===== src/pvmd_pkg.sv =====
// ----------------------------------------------------------------------------
// pvmd_pkg
// shared widths, register indexes and constants of the velocity pid core
// ----------------------------------------------------------------------------
package pvmd_pkg;

  localparam int SPEED_W   = 20;
  localparam int ERR_W     = 21;
  localparam int SUM_W     = 25;
  localparam int DIFF_W    = 22;
  localparam int OPND_W    = 26;
  localparam int GAIN_W    = 16;
  localparam int ILIM_W    = 24;
  localparam int ACC_W     = 43;
  localparam int FRAC_W    = 12;
  localparam int NUM_W     = ACC_W - 1 - FRAC_W;
  localparam int DIV_W     = 16;
  localparam int OUT_W     = 17;
  localparam int CNT_W     = $clog2(NUM_W);
  localparam int CFG_IDX_W = 3;
  localparam int CFG_DAT_W = 24;

  localparam int COMPARE_CHANNEL = 1;

  localparam logic [CFG_IDX_W-1:0] REG_PROP_GAIN   = 3'd0;
  localparam logic [CFG_IDX_W-1:0] REG_INT_GAIN    = 3'd1;
  localparam logic [CFG_IDX_W-1:0] REG_DERIV_GAIN  = 3'd2;
  localparam logic [CFG_IDX_W-1:0] REG_GAIN_DIV    = 3'd3;
  localparam logic [CFG_IDX_W-1:0] REG_INT_LIMIT   = 3'd4;
  localparam logic [CFG_IDX_W-1:0] REG_OUT_LIMIT   = 3'd5;
  localparam logic [CFG_IDX_W-1:0] REG_ENC_REV     = 3'd6;
  localparam logic [CFG_IDX_W-1:0] REG_MOTOR_REV   = 3'd7;

  typedef struct packed {
    logic                    start;
    logic [NUM_W-1:0]        dividend;
    logic [DIV_W-1:0]        divisor;
  } div_req_t;

  typedef struct packed {
    logic                    done;
    logic [NUM_W-1:0]        quotient;
  } div_rsp_t;

endpackage


===== src/pvmd_if.sv =====
// ----------------------------------------------------------------------------
// pvmd_if
// valid/ready channels carrying speed samples in and controller results out
// ----------------------------------------------------------------------------
interface pvmd_in_if;
  logic                                   valid;
  logic                                   ready;
  logic signed [pvmd_pkg::SPEED_W-1:0]    target_speed;
  logic signed [pvmd_pkg::SPEED_W-1:0]    measured_speed;

  modport source (output valid, output target_speed, output measured_speed, input ready);
  modport sink   (input valid, input target_speed, input measured_speed, output ready);
endinterface

interface pvmd_out_if;
  logic                                   valid;
  logic                                   ready;
  logic signed [pvmd_pkg::OUT_W-1:0]      control_output;
  logic                                   direction_pin;
  logic [pvmd_pkg::DIV_W-1:0]             duty_compare;

  modport source (output valid, output control_output, output direction_pin,
                  output duty_compare, input ready);
  modport sink   (input valid, input control_output, input direction_pin,
                  input duty_compare, output ready);
endinterface


===== src/pvmd_divider.sv =====
// ----------------------------------------------------------------------------
// pvmd_divider
// restoring unsigned divider, one quotient bit per cycle
// ----------------------------------------------------------------------------
module pvmd_divider (
  input  logic                clk,
  input  logic                rst_n,
  input  pvmd_pkg::div_req_t  req,
  output pvmd_pkg::div_rsp_t  rsp
);

  logic                          busy_r, busy_nxt;
  logic                          done_r, done_nxt;
  logic [pvmd_pkg::CNT_W-1:0]    cnt_r, cnt_nxt;
  logic [pvmd_pkg::DIV_W-1:0]    rem_r, rem_nxt;
  logic [pvmd_pkg::DIV_W-1:0]    den_r, den_nxt;
  logic [pvmd_pkg::NUM_W-1:0]    quo_r, quo_nxt;
  logic [pvmd_pkg::DIV_W:0]      shifted;
  logic                          fits;

  assign shifted = {rem_r, quo_r[pvmd_pkg::NUM_W-1]};
  assign fits    = shifted >= {1'b0, den_r};

  always_comb begin
    busy_nxt = busy_r;
    done_nxt = 1'b0;
    cnt_nxt  = cnt_r;
    rem_nxt  = rem_r;
    den_nxt  = den_r;
    quo_nxt  = quo_r;
    if (req.start) begin
      busy_nxt = 1'b1;
      cnt_nxt  = '0;
      rem_nxt  = '0;
      den_nxt  = req.divisor;
      quo_nxt  = req.dividend;
    end else if (busy_r) begin
      rem_nxt = fits ? 16'(shifted - {1'b0, den_r}) : shifted[pvmd_pkg::DIV_W-1:0];
      quo_nxt = {quo_r[pvmd_pkg::NUM_W-2:0], fits};
      cnt_nxt = cnt_r + 1'b1;
      if (cnt_r == pvmd_pkg::CNT_W'(pvmd_pkg::NUM_W - 1)) begin
        busy_nxt = 1'b0;
        done_nxt = 1'b1;
      end
    end
  end

  always_ff @(posedge clk) begin
    if (!rst_n) begin
      busy_r <= 1'b0;
      done_r <= 1'b0;
      cnt_r  <= '0;
    end else begin
      busy_r <= busy_nxt;
      done_r <= done_nxt;
      cnt_r  <= cnt_nxt;
    end
  end

  always_ff @(posedge clk) begin
    rem_r <= rem_nxt;
    den_r <= den_nxt;
    quo_r <= quo_nxt;
  end

  assign rsp.done     = done_r;
  assign rsp.quotient = quo_r;

endmodule


===== src/pid_velocity_motor_drive_core.sv =====
// ----------------------------------------------------------------------------
// pid_velocity_motor_drive_core
// velocity pid with integral clamp, output clamp and direction pin
// ----------------------------------------------------------------------------
// usage:
//   in_ch  : one transaction per control period, target and measured speed
//   out_ch : one transaction per input, signed output, pin level, compare value
//   cfg_*  : register writes, only while no transaction is in flight
// datapath: error, integral, products, accumulate, magnitude, divide, output;
//   the serial divider yields one quotient bit per cycle, the shared
//   multiplier one gain product per cycle
// intake: in_ch.ready is high only while the sequencer is idle, so a new
//   transaction is taken only once the previous one has left the sequencer
// reset: gains, limits and flags go to their defaults, the error integral and
//   the previous error clear, no result is pending
// stall: the result sits in an output register; the next input is taken
//   while it waits, and that item holds before its final step until out_ch
//   is drained
// ----------------------------------------------------------------------------
module pid_velocity_motor_drive_core (
  input  logic                                 clk,
  input  logic                                 rst_n,
  pvmd_in_if.sink                              in_ch,
  pvmd_out_if.source                           out_ch,
  input  logic                                 cfg_we,
  input  logic [pvmd_pkg::CFG_IDX_W-1:0]       cfg_index,
  input  logic [pvmd_pkg::CFG_DAT_W-1:0]       cfg_wdata
);

  localparam logic [2:0] S_IDLE = 3'd0;
  localparam logic [2:0] S_ERR  = 3'd1;
  localparam logic [2:0] S_INT  = 3'd2;
  localparam logic [2:0] S_MUL  = 3'd3;
  localparam logic [2:0] S_ACC  = 3'd4;
  localparam logic [2:0] S_MAG  = 3'd5;
  localparam logic [2:0] S_DIV  = 3'd6;
  localparam logic [2:0] S_OUT  = 3'd7;

  localparam int ERR_W  = pvmd_pkg::ERR_W;
  localparam int DIFF_W = pvmd_pkg::DIFF_W;
  localparam int OPND_W = pvmd_pkg::OPND_W;
  localparam int ACC_W  = pvmd_pkg::ACC_W;

  // configuration
  logic [pvmd_pkg::GAIN_W-1:0]  kp_r, ki_r, kd_r, gdiv_r;
  logic [pvmd_pkg::ILIM_W-1:0]  ilim_r;
  logic [pvmd_pkg::DIV_W-1:0]   olim_r;
  logic                         enc_rev_r, mot_rev_r;

  always_ff @(posedge clk) begin
    if (!rst_n) begin
      kp_r      <= 16'd256;
      ki_r      <= '0;
      kd_r      <= '0;
      gdiv_r    <= 16'd1;
      ilim_r    <= '1;
      olim_r    <= '1;
      enc_rev_r <= 1'b0;
      mot_rev_r <= 1'b0;
    end else if (cfg_we) begin
      unique case (cfg_index)
        pvmd_pkg::REG_PROP_GAIN:  kp_r      <= cfg_wdata[15:0];
        pvmd_pkg::REG_INT_GAIN:   ki_r      <= cfg_wdata[15:0];
        pvmd_pkg::REG_DERIV_GAIN: kd_r      <= cfg_wdata[15:0];
        pvmd_pkg::REG_GAIN_DIV:   gdiv_r    <= cfg_wdata[15:0];
        pvmd_pkg::REG_INT_LIMIT:  ilim_r    <= cfg_wdata[23:0];
        pvmd_pkg::REG_OUT_LIMIT:  olim_r    <= cfg_wdata[15:0];
        pvmd_pkg::REG_ENC_REV:    enc_rev_r <= cfg_wdata[0];
        pvmd_pkg::REG_MOTOR_REV:  mot_rev_r <= cfg_wdata[0];
      endcase
    end
  end

  // sequencer and datapath registers
  logic [2:0]                              state_r, state_nxt;
  logic [1:0]                              mcnt_r, mcnt_nxt;
  logic signed [pvmd_pkg::SPEED_W-1:0]     tgt_r, meas_r;
  logic signed [pvmd_pkg::ERR_W-1:0]       e_r, e_nxt;
  logic signed [pvmd_pkg::SUM_W-1:0]       sum_r, sum_nxt;
  logic signed [pvmd_pkg::ERR_W-1:0]       prev_r, prev_nxt;
  logic signed [pvmd_pkg::DIFF_W-1:0]      diff_r, diff_nxt;
  logic signed [pvmd_pkg::ACC_W-1:0]       prod_r, prod_nxt;
  logic signed [pvmd_pkg::ACC_W-1:0]       acc_r, acc_nxt;
  logic                                    neg_r, neg_nxt;
  logic                                    out_valid_r, out_valid_nxt;
  logic signed [pvmd_pkg::OUT_W-1:0]       out_ctrl_r, out_ctrl_nxt;
  logic                                    out_pin_r, out_pin_nxt;
  logic [pvmd_pkg::DIV_W-1:0]              out_duty_r, out_duty_nxt;

  logic                                    in_fire, out_fire;
  pvmd_pkg::div_req_t                      div_req;
  pvmd_pkg::div_rsp_t                      div_rsp;

  // error stage
  logic signed [pvmd_pkg::ERR_W-1:0]       tgt_x;
  logic signed [pvmd_pkg::DIFF_W-1:0]      e_raw;
  // integral stage
  logic signed [pvmd_pkg::OPND_W-1:0]      sum_raw, lim_pos;
  // shared multiplier
  logic [pvmd_pkg::GAIN_W-1:0]             mul_a;
  logic signed [pvmd_pkg::OPND_W-1:0]      mul_b;
  logic signed [pvmd_pkg::ACC_W-1:0]       mag;
  // output stage
  logic [pvmd_pkg::DIV_W-1:0]              q_cl;
  logic                                    neg_f;

  assign in_fire  = in_ch.valid && in_ch.ready;
  assign out_fire = out_ch.valid && out_ch.ready;

  always_comb begin
    tgt_x = enc_rev_r ? -ERR_W'(tgt_r) : ERR_W'(tgt_r);
    e_raw = DIFF_W'(tgt_x) - DIFF_W'(meas_r);
  end

  assign sum_raw = OPND_W'(sum_r) + OPND_W'(e_r);
  assign lim_pos = OPND_W'(signed'({1'b0, ilim_r}));

  always_comb begin
    unique case (mcnt_r)
      2'd0: begin
        mul_a = kp_r;
        mul_b = OPND_W'(e_r);
      end
      2'd1: begin
        mul_a = ki_r;
        mul_b = OPND_W'(sum_r);
      end
      default: begin
        mul_a = kd_r;
        mul_b = OPND_W'(diff_r);
      end
    endcase
  end

  assign mag = acc_r[ACC_W-1] ? -acc_r : acc_r;

  assign q_cl  = (div_rsp.quotient > pvmd_pkg::NUM_W'(olim_r)) ? olim_r
               : div_rsp.quotient[pvmd_pkg::DIV_W-1:0];
  assign neg_f = neg_r && (olim_r != '0);

  always_comb begin
    state_nxt     = state_r;
    mcnt_nxt      = mcnt_r;
    e_nxt         = e_r;
    sum_nxt       = sum_r;
    prev_nxt      = prev_r;
    diff_nxt      = diff_r;
    prod_nxt      = prod_r;
    acc_nxt       = acc_r;
    neg_nxt       = neg_r;
    out_valid_nxt = out_fire ? 1'b0 : out_valid_r;
    out_ctrl_nxt  = out_ctrl_r;
    out_pin_nxt   = out_pin_r;
    out_duty_nxt  = out_duty_r;
    div_req.start    = 1'b0;
    div_req.dividend = mag[ACC_W-2:pvmd_pkg::FRAC_W];
    div_req.divisor  = (gdiv_r == '0) ? 16'd1 : gdiv_r;

    unique case (state_r)
      S_IDLE: begin
        if (in_fire) state_nxt = S_ERR;
      end
      S_ERR: begin
        // saturate to the 21 bit error range
        if (e_raw > DIFF_W'(signed'({2'b0, {(ERR_W-1){1'b1}}})))
          e_nxt = {1'b0, {(ERR_W-1){1'b1}}};
        else if (e_raw < DIFF_W'(signed'({2'b11, {(ERR_W-1){1'b0}}})))
          e_nxt = {1'b1, {(ERR_W-1){1'b0}}};
        else
          e_nxt = e_raw[ERR_W-1:0];
        state_nxt = S_INT;
      end
      S_INT: begin
        if (sum_raw > lim_pos)       sum_nxt = pvmd_pkg::SUM_W'(lim_pos);
        else if (sum_raw < -lim_pos) sum_nxt = pvmd_pkg::SUM_W'(-lim_pos);
        else                         sum_nxt = pvmd_pkg::SUM_W'(sum_raw);
        diff_nxt  = DIFF_W'(e_r) - DIFF_W'(prev_r);
        prev_nxt  = e_r;
        mcnt_nxt  = '0;
        state_nxt = S_MUL;
      end
      S_MUL: begin
        prod_nxt = ACC_W'(signed'({1'b0, mul_a})) * ACC_W'(mul_b);
        acc_nxt  = (mcnt_r == 2'd0) ? '0 : acc_r + prod_r;
        mcnt_nxt = mcnt_r + 2'd1;
        if (mcnt_r == 2'd2) state_nxt = S_ACC;
      end
      S_ACC: begin
        acc_nxt   = acc_r + prod_r;
        state_nxt = S_MAG;
      end
      S_MAG: begin
        neg_nxt       = acc_r[ACC_W-1];
        div_req.start = 1'b1;
        state_nxt     = S_DIV;
      end
      S_DIV: begin
        if (div_rsp.done) state_nxt = S_OUT;
      end
      S_OUT: begin
        if (!out_valid_r || out_fire) begin
          out_valid_nxt = 1'b1;
          out_ctrl_nxt  = neg_f ? -signed'({1'b0, q_cl}) : signed'({1'b0, q_cl});
          out_pin_nxt   = neg_f ^ enc_rev_r ^ mot_rev_r;
          out_duty_nxt  = (pvmd_pkg::COMPARE_CHANNEL >= 1 && pvmd_pkg::COMPARE_CHANNEL <= 4)
                        ? q_cl : '0;
          state_nxt     = S_IDLE;
        end
      end
    endcase
  end

  always_ff @(posedge clk) begin
    if (!rst_n) begin
      state_r     <= S_IDLE;
      mcnt_r      <= '0;
      sum_r       <= '0;
      prev_r      <= '0;
      out_valid_r <= 1'b0;
    end else begin
      state_r     <= state_nxt;
      mcnt_r      <= mcnt_nxt;
      sum_r       <= sum_nxt;
      prev_r      <= prev_nxt;
      out_valid_r <= out_valid_nxt;
    end
  end

  always_ff @(posedge clk) begin
    if (in_fire) begin
      tgt_r  <= in_ch.target_speed;
      meas_r <= in_ch.measured_speed;
    end
    e_r        <= e_nxt;
    diff_r     <= diff_nxt;
    prod_r     <= prod_nxt;
    acc_r      <= acc_nxt;
    neg_r      <= neg_nxt;
    out_ctrl_r <= out_ctrl_nxt;
    out_pin_r  <= out_pin_nxt;
    out_duty_r <= out_duty_nxt;
  end

  pvmd_divider u_divider (
    .clk   (clk),
    .rst_n (rst_n),
    .req   (div_req),
    .rsp   (div_rsp)
  );

  assign in_ch.ready           = (state_r == S_IDLE);
  assign out_ch.valid          = out_valid_r;
  assign out_ch.control_output = out_ctrl_r;
  assign out_ch.direction_pin  = out_pin_r;
  assign out_ch.duty_compare   = out_duty_r;

  a_div_done_in_div: assert property (@(posedge clk) disable iff (!rst_n)
    div_rsp.done |-> state_r == S_DIV)
    else $error("divider finished outside the divide step");

  a_accept_starts_err: assert property (@(posedge clk) disable iff (!rst_n)
    in_fire |=> state_r == S_ERR)
    else $error("accepted transaction did not start the error step");

  a_duty_within_limit: assert property (@(posedge clk) disable iff (!rst_n)
    out_ch.valid |-> out_ch.duty_compare <= olim_r)
    else $error("compare value above the output limit");

endmodule

===== src/flat_wrapper.sv =====
// flat-port wrapper written by rule: the top's interface ports become plain ports
module pid_velocity_motor_drive_core_flat 
  (clk, rst_n, cfg_we, cfg_index, cfg_wdata, in_ch_valid, in_ch_target_speed, in_ch_measured_speed, in_ch_ready, out_ch_valid, out_ch_control_output, out_ch_direction_pin, out_ch_duty_compare, out_ch_ready);
  pvmd_in_if in_ch_i ();
  pvmd_out_if out_ch_i ();
  input  logic clk;
  input  logic rst_n;
  input  logic cfg_we;
  input  logic [pvmd_pkg::CFG_IDX_W-1:0] cfg_index;
  input  logic [pvmd_pkg::CFG_DAT_W-1:0] cfg_wdata;
  input wire logic [$bits(in_ch_i.valid)-1:0] in_ch_valid;
  input wire logic [$bits(in_ch_i.target_speed)-1:0] in_ch_target_speed;
  input wire logic [$bits(in_ch_i.measured_speed)-1:0] in_ch_measured_speed;
  output wire logic [$bits(in_ch_i.ready)-1:0] in_ch_ready;
  output wire logic [$bits(out_ch_i.valid)-1:0] out_ch_valid;
  output wire logic [$bits(out_ch_i.control_output)-1:0] out_ch_control_output;
  output wire logic [$bits(out_ch_i.direction_pin)-1:0] out_ch_direction_pin;
  output wire logic [$bits(out_ch_i.duty_compare)-1:0] out_ch_duty_compare;
  input wire logic [$bits(out_ch_i.ready)-1:0] out_ch_ready;
  assign in_ch_i.valid = in_ch_valid;
  assign in_ch_i.target_speed = in_ch_target_speed;
  assign in_ch_i.measured_speed = in_ch_measured_speed;
  assign in_ch_ready = in_ch_i.ready;
  assign out_ch_valid = out_ch_i.valid;
  assign out_ch_control_output = out_ch_i.control_output;
  assign out_ch_direction_pin = out_ch_i.direction_pin;
  assign out_ch_duty_compare = out_ch_i.duty_compare;
  assign out_ch_i.ready = out_ch_ready;
  pid_velocity_motor_drive_core u_core (.clk(clk), .rst_n(rst_n), .in_ch(in_ch_i), .out_ch(out_ch_i), .cfg_we(cfg_we), .cfg_index(cfg_index), .cfg_wdata(cfg_wdata));
endmodule

===== config.mk =====
export PLATFORM = sky130hd
export DESIGN_NAME = pid_velocity_motor_drive_core_flat
export DESIGN_NICKNAME = d
export VERILOG_FILES = /design/src/pvmd_pkg.sv /design/src/pvmd_if.sv /design/src/pvmd_divider.sv /design/src/pid_velocity_motor_drive_core.sv /design/src/flat_wrapper.sv
export SDC_FILE = /design/constraint.sdc
export NUM_CORES = 2
export LEC_CHECK = 0
export BUFFER_PORTS_ARGS = -buffer_cell sky130_fd_sc_hd__clkbuf_2
export CORE_MARGIN = 2
export CORE_UTILIZATION = 55
export DETAILED_ROUTE_END_ITERATION = 16
export GPL_TIMING_DRIVEN = 0
export PLACE_DENSITY = 0.69
export SYNTH_ARGS = -nofsm -noshare
export SYNTH_HDL_FRONTEND = slang
export SYNTH_SLANG_ARGS = --single-unit

===== constraint.sdc =====
create_clock -name clk -period 8.36 [get_ports clk]
set_input_delay 1.672 -clock clk [delete_from_list [all_inputs] [get_ports clk]]
set_output_delay 1.672 -clock clk [all_outputs]
set_load 0.05 [all_outputs]

==> results.md <==
* Starting DRC count in detailed routing at 2,612
* CP Max Fanout at 10
* Final-stage net count at 5,426
* Status: finished, final reports clean
* Area contributors post-synth: fa_1 (20%), edfxtp_1 (18%), ha_1 (9.3%), dfxtp_1 (9.0%), inv_1 (6.1%)
* Layout cells sized above 1 at 7.91%
* DR WL/cell at 19.5 um
* Std-Cell Core Area at 0.0728 mm2
* CP required at 8.71 ns
* Std cell rows at 99
* Max cap viols at 0
* Clock Sinks at 430
* DR vias at 32,500
* Final setup vio count at 0
* Post-Route WL at 110,000 um
* Top cell type's share of synthesized area at 19.8%
* Post-route setup TNS at 0 ns
* Main synth FF type: edfxtp_1
* Final worst slack at 0.270 ns
* Multi-input logic area at 0.0265 mm2
* Tmin final at 8.09 ns
* Final core occ at 60.8%
* Starting Density at 55.5%
* RSZ-0062 raised after global routing: true
* Worst path arrival time at 8.44 ns
* Die area at 0.0757 mm2
* Clk root buf: clkbuf_16
* Leak Pwr at 19.8 nW
* Final Hold Vio Count at 0
* Clk buf depth at 3
* Worst setup SP type: flop
* Period utilization at 96.8%
* I/O Pins at 108
* Total Power at 7.40 mW
* Post-place setup slack at -1.07 ns
* Fill count at 6,428
* Design area at 0.0443 mm2
* Buffers on Ports at 105
* CTS tree: built
* Via/cell ratio at 5.75
* Die Span Y at 275 um
* Vias in the first global route at 31,900
* HP Class: flop to flop
* H-tree depth at 2
* GPL Wtd Cong at 0.963
* Initial antenna violation count at 1
* Cells after synthesis at 4,493
* Antenna Nets Post-Route at 0
* Worst r2r src: u_core.mcnt_r[0]
* PD cells at 167 mW/mm2
* Most common cell in the netlist: inv_1
* Commonest cells post-synth: inv_1 (654), nand2_1 (582), fa_1 (400)
* Post-DP Area at 0.0423 mm2
* Yosys warns at 0
* Clk_lat worst skew at 0.62 ns
* Relative slew margins at 20.1%
* Crit path from: u_core.mcnt_r[0]
* Placed cells at 5,563
* First-pass GRT wire length at 175,000 um
* GR Overflow Total at 0
* Layout area overhead at 9.48%
* Largest net degree at the start of global routing at 45
* Number of flops mapped to enable cells by yosys at 249
* Setup Skew at 0.0380 ns
* Clock Pin Slew Worst Setup and Hold Paths at 0.06 ns
* Min Hold Slack at 0.462 ns
* Post-Synthesis Cell Area at 0.0404 mm2
* Non-Filler Instances at 5,651
* Antenna Cells at 0
* Syn_nets at 5,267
* GRT Util Overall at 29.7%
* Hpwl dp at 88,800 um
* Sequential cell area at 0.0111 mm2
* Fmax at 124 MHz
* Avg Inst Size Synth at 9.00 um2
* CTS buffer count at 50
* Fin. max-slew vios at 0
* Drt first pass iters at 6
* VDD IR max at 207 uV
* DRC viols at 0
* Worst slew pin tran at 1.20 ns
* Dominant cell type by area after synthesis: fa_1
* Critical Path End Type: flop
* Post-synthesis register bit count at 430
* Distinct cells, synth at 87
* CP Class: flop to flop
* Seq/Total Area, Yosys at 27.4%
* Post-synth ARST share at 0%
* Horiz. Die Dim at 275 um
* Hold Startpoint: u_core.ki_r[2]
## routing by layer
metal	up-vias	share of wire [%]	GRT usage, %	routed length [um]
met3	247	8.2	5.04	9010
met4	2	4.4	11.7	4830
met1	15700	42	40.4	46700
met5	-	0.012	0	13
met2	1262	45	47.6	49800
li1	15300	-	-	-
## placed cells by master, fill, tap and decap left out, types with 36 or more instances in the layout
| master | Yosys | final |
|---|---|---|
| clkbuf_2 | 0 | 121 |
| o211ai_1 | 54 | 54 |
| a21oi_1 | 213 | 183 |
| nor2_1 | 369 | 366 |
| clkbuf_16 | 0 | 51 |
| mux2i_1 | 36 | 36 |
| edfxtp_1 | 249 | 249 |
| nor2b_1 | 44 | 44 |
| a21boi_0 | 90 | 90 |
| nor3_1 | 67 | 67 |
| xor2_1 | 85 | 85 |
| fa_1 | 400 | 400 |
| ha_1 | 302 | 301 |
| nand3_1 | 74 | 74 |
| a21o_1 | 99 | 77 |
| o21ai_0 | 181 | 180 |
| inv_1 | 654 | 652 |
| xnor2_1 | 143 | 143 |
| dfxtp_1 | 181 | 181 |
| nand2_1 | 582 | 580 |
| or3_1 | 36 | 36 |
| clkbuf_1 | 154 | 115 |
| a22o_1 | 36 | 36 |
## flip-flops by register name, indices dropped and copies added (netlist names), 21 cells and up
name                    cells
u_core.ilim_r              24
u_core.acc_r               43
u_core.u_divider.quo_r     30
u_core.e_r                 21
u_core.prod_r              43
u_core.diff_r              22
u_core.prev_r              21
u_core.sum_r               25
## final cells by class
class / count / share of cell area [%]
clock buffer: 63 / 3.01
timing repair buffer: 121 / 1.55
multi-input combinational: 3230 / 59.9
clock inverter: 29 / 0.506
buffer: 165 / 1.71
sequential: 430 / 25.1
tap: 959 / 2.71
inverter: 654 / 5.55
## power breakdown
| part | switching [mW] | internal, mW |
|---|---|---|
| combinational | 1.73 | 1.07 |
| clock | 0.918 | 1.17 |
| sequential | 0.106 | 2.41 |
## critical path, cell delays in order (launching register included)
cell      delay [ns]
dfxtp_1         0.37
inv_1           0.08
ha_2            0.27
nor2_4          0.26
clkbuf_4        0.31
a221o_1         0.26
clkbuf_1        0.47
nand2_1         0.16
fa_1            0.55
fa_1            0.46
fa_1            0.52
inv_1           0.05
fa_1            0.47
fa_1            0.54
inv_1           0.06
fa_1            0.65
inv_1           0.08
ha_1            0.28
clkbuf_1        0.20
a21o_1          0.20
a221o_1         0.33
a21oi_1         0.24
o32a_1          0.19
o21ai_1         0.09
o221ai_2        0.23
o21a_1          0.21
o21ai_0         0.11
xor2_1          0.16
## path summary, 6_finish.rpt
path         cells after the start                 to  slack, ns
min                              2     u_core.ki_r[2]       0.46
max reg2reg                     27  u_core.prod_r[38]       0.27
min reg2reg                      2     u_core.ki_r[2]       0.46
max                             27  u_core.prod_r[38]       0.27
## cell families (layout without fill, tap and decap cells)
family	Yosys count	after routing	synth area share [%]
AO/OA/AOI/OAI	895	895	14.4
XOR/XNOR	228	228	4.94
adder cells (fa/ha/maj)	706	706	29.2
buffers and inverters	833	1032	7.81
flip-flops	430	430	27.4
multiplexers	50	50	1.28
AND/OR/NAND/NOR	1351	1351	14.9
## repair_timing
action	4_1_cts	5_1_grt
gates resized for setup	77	96
pin swaps	0	2
endpoints found under the setup margin	21	15
hold buffers	0	0
buffers inserted	1	9
(Power assumes the default switching activity.)
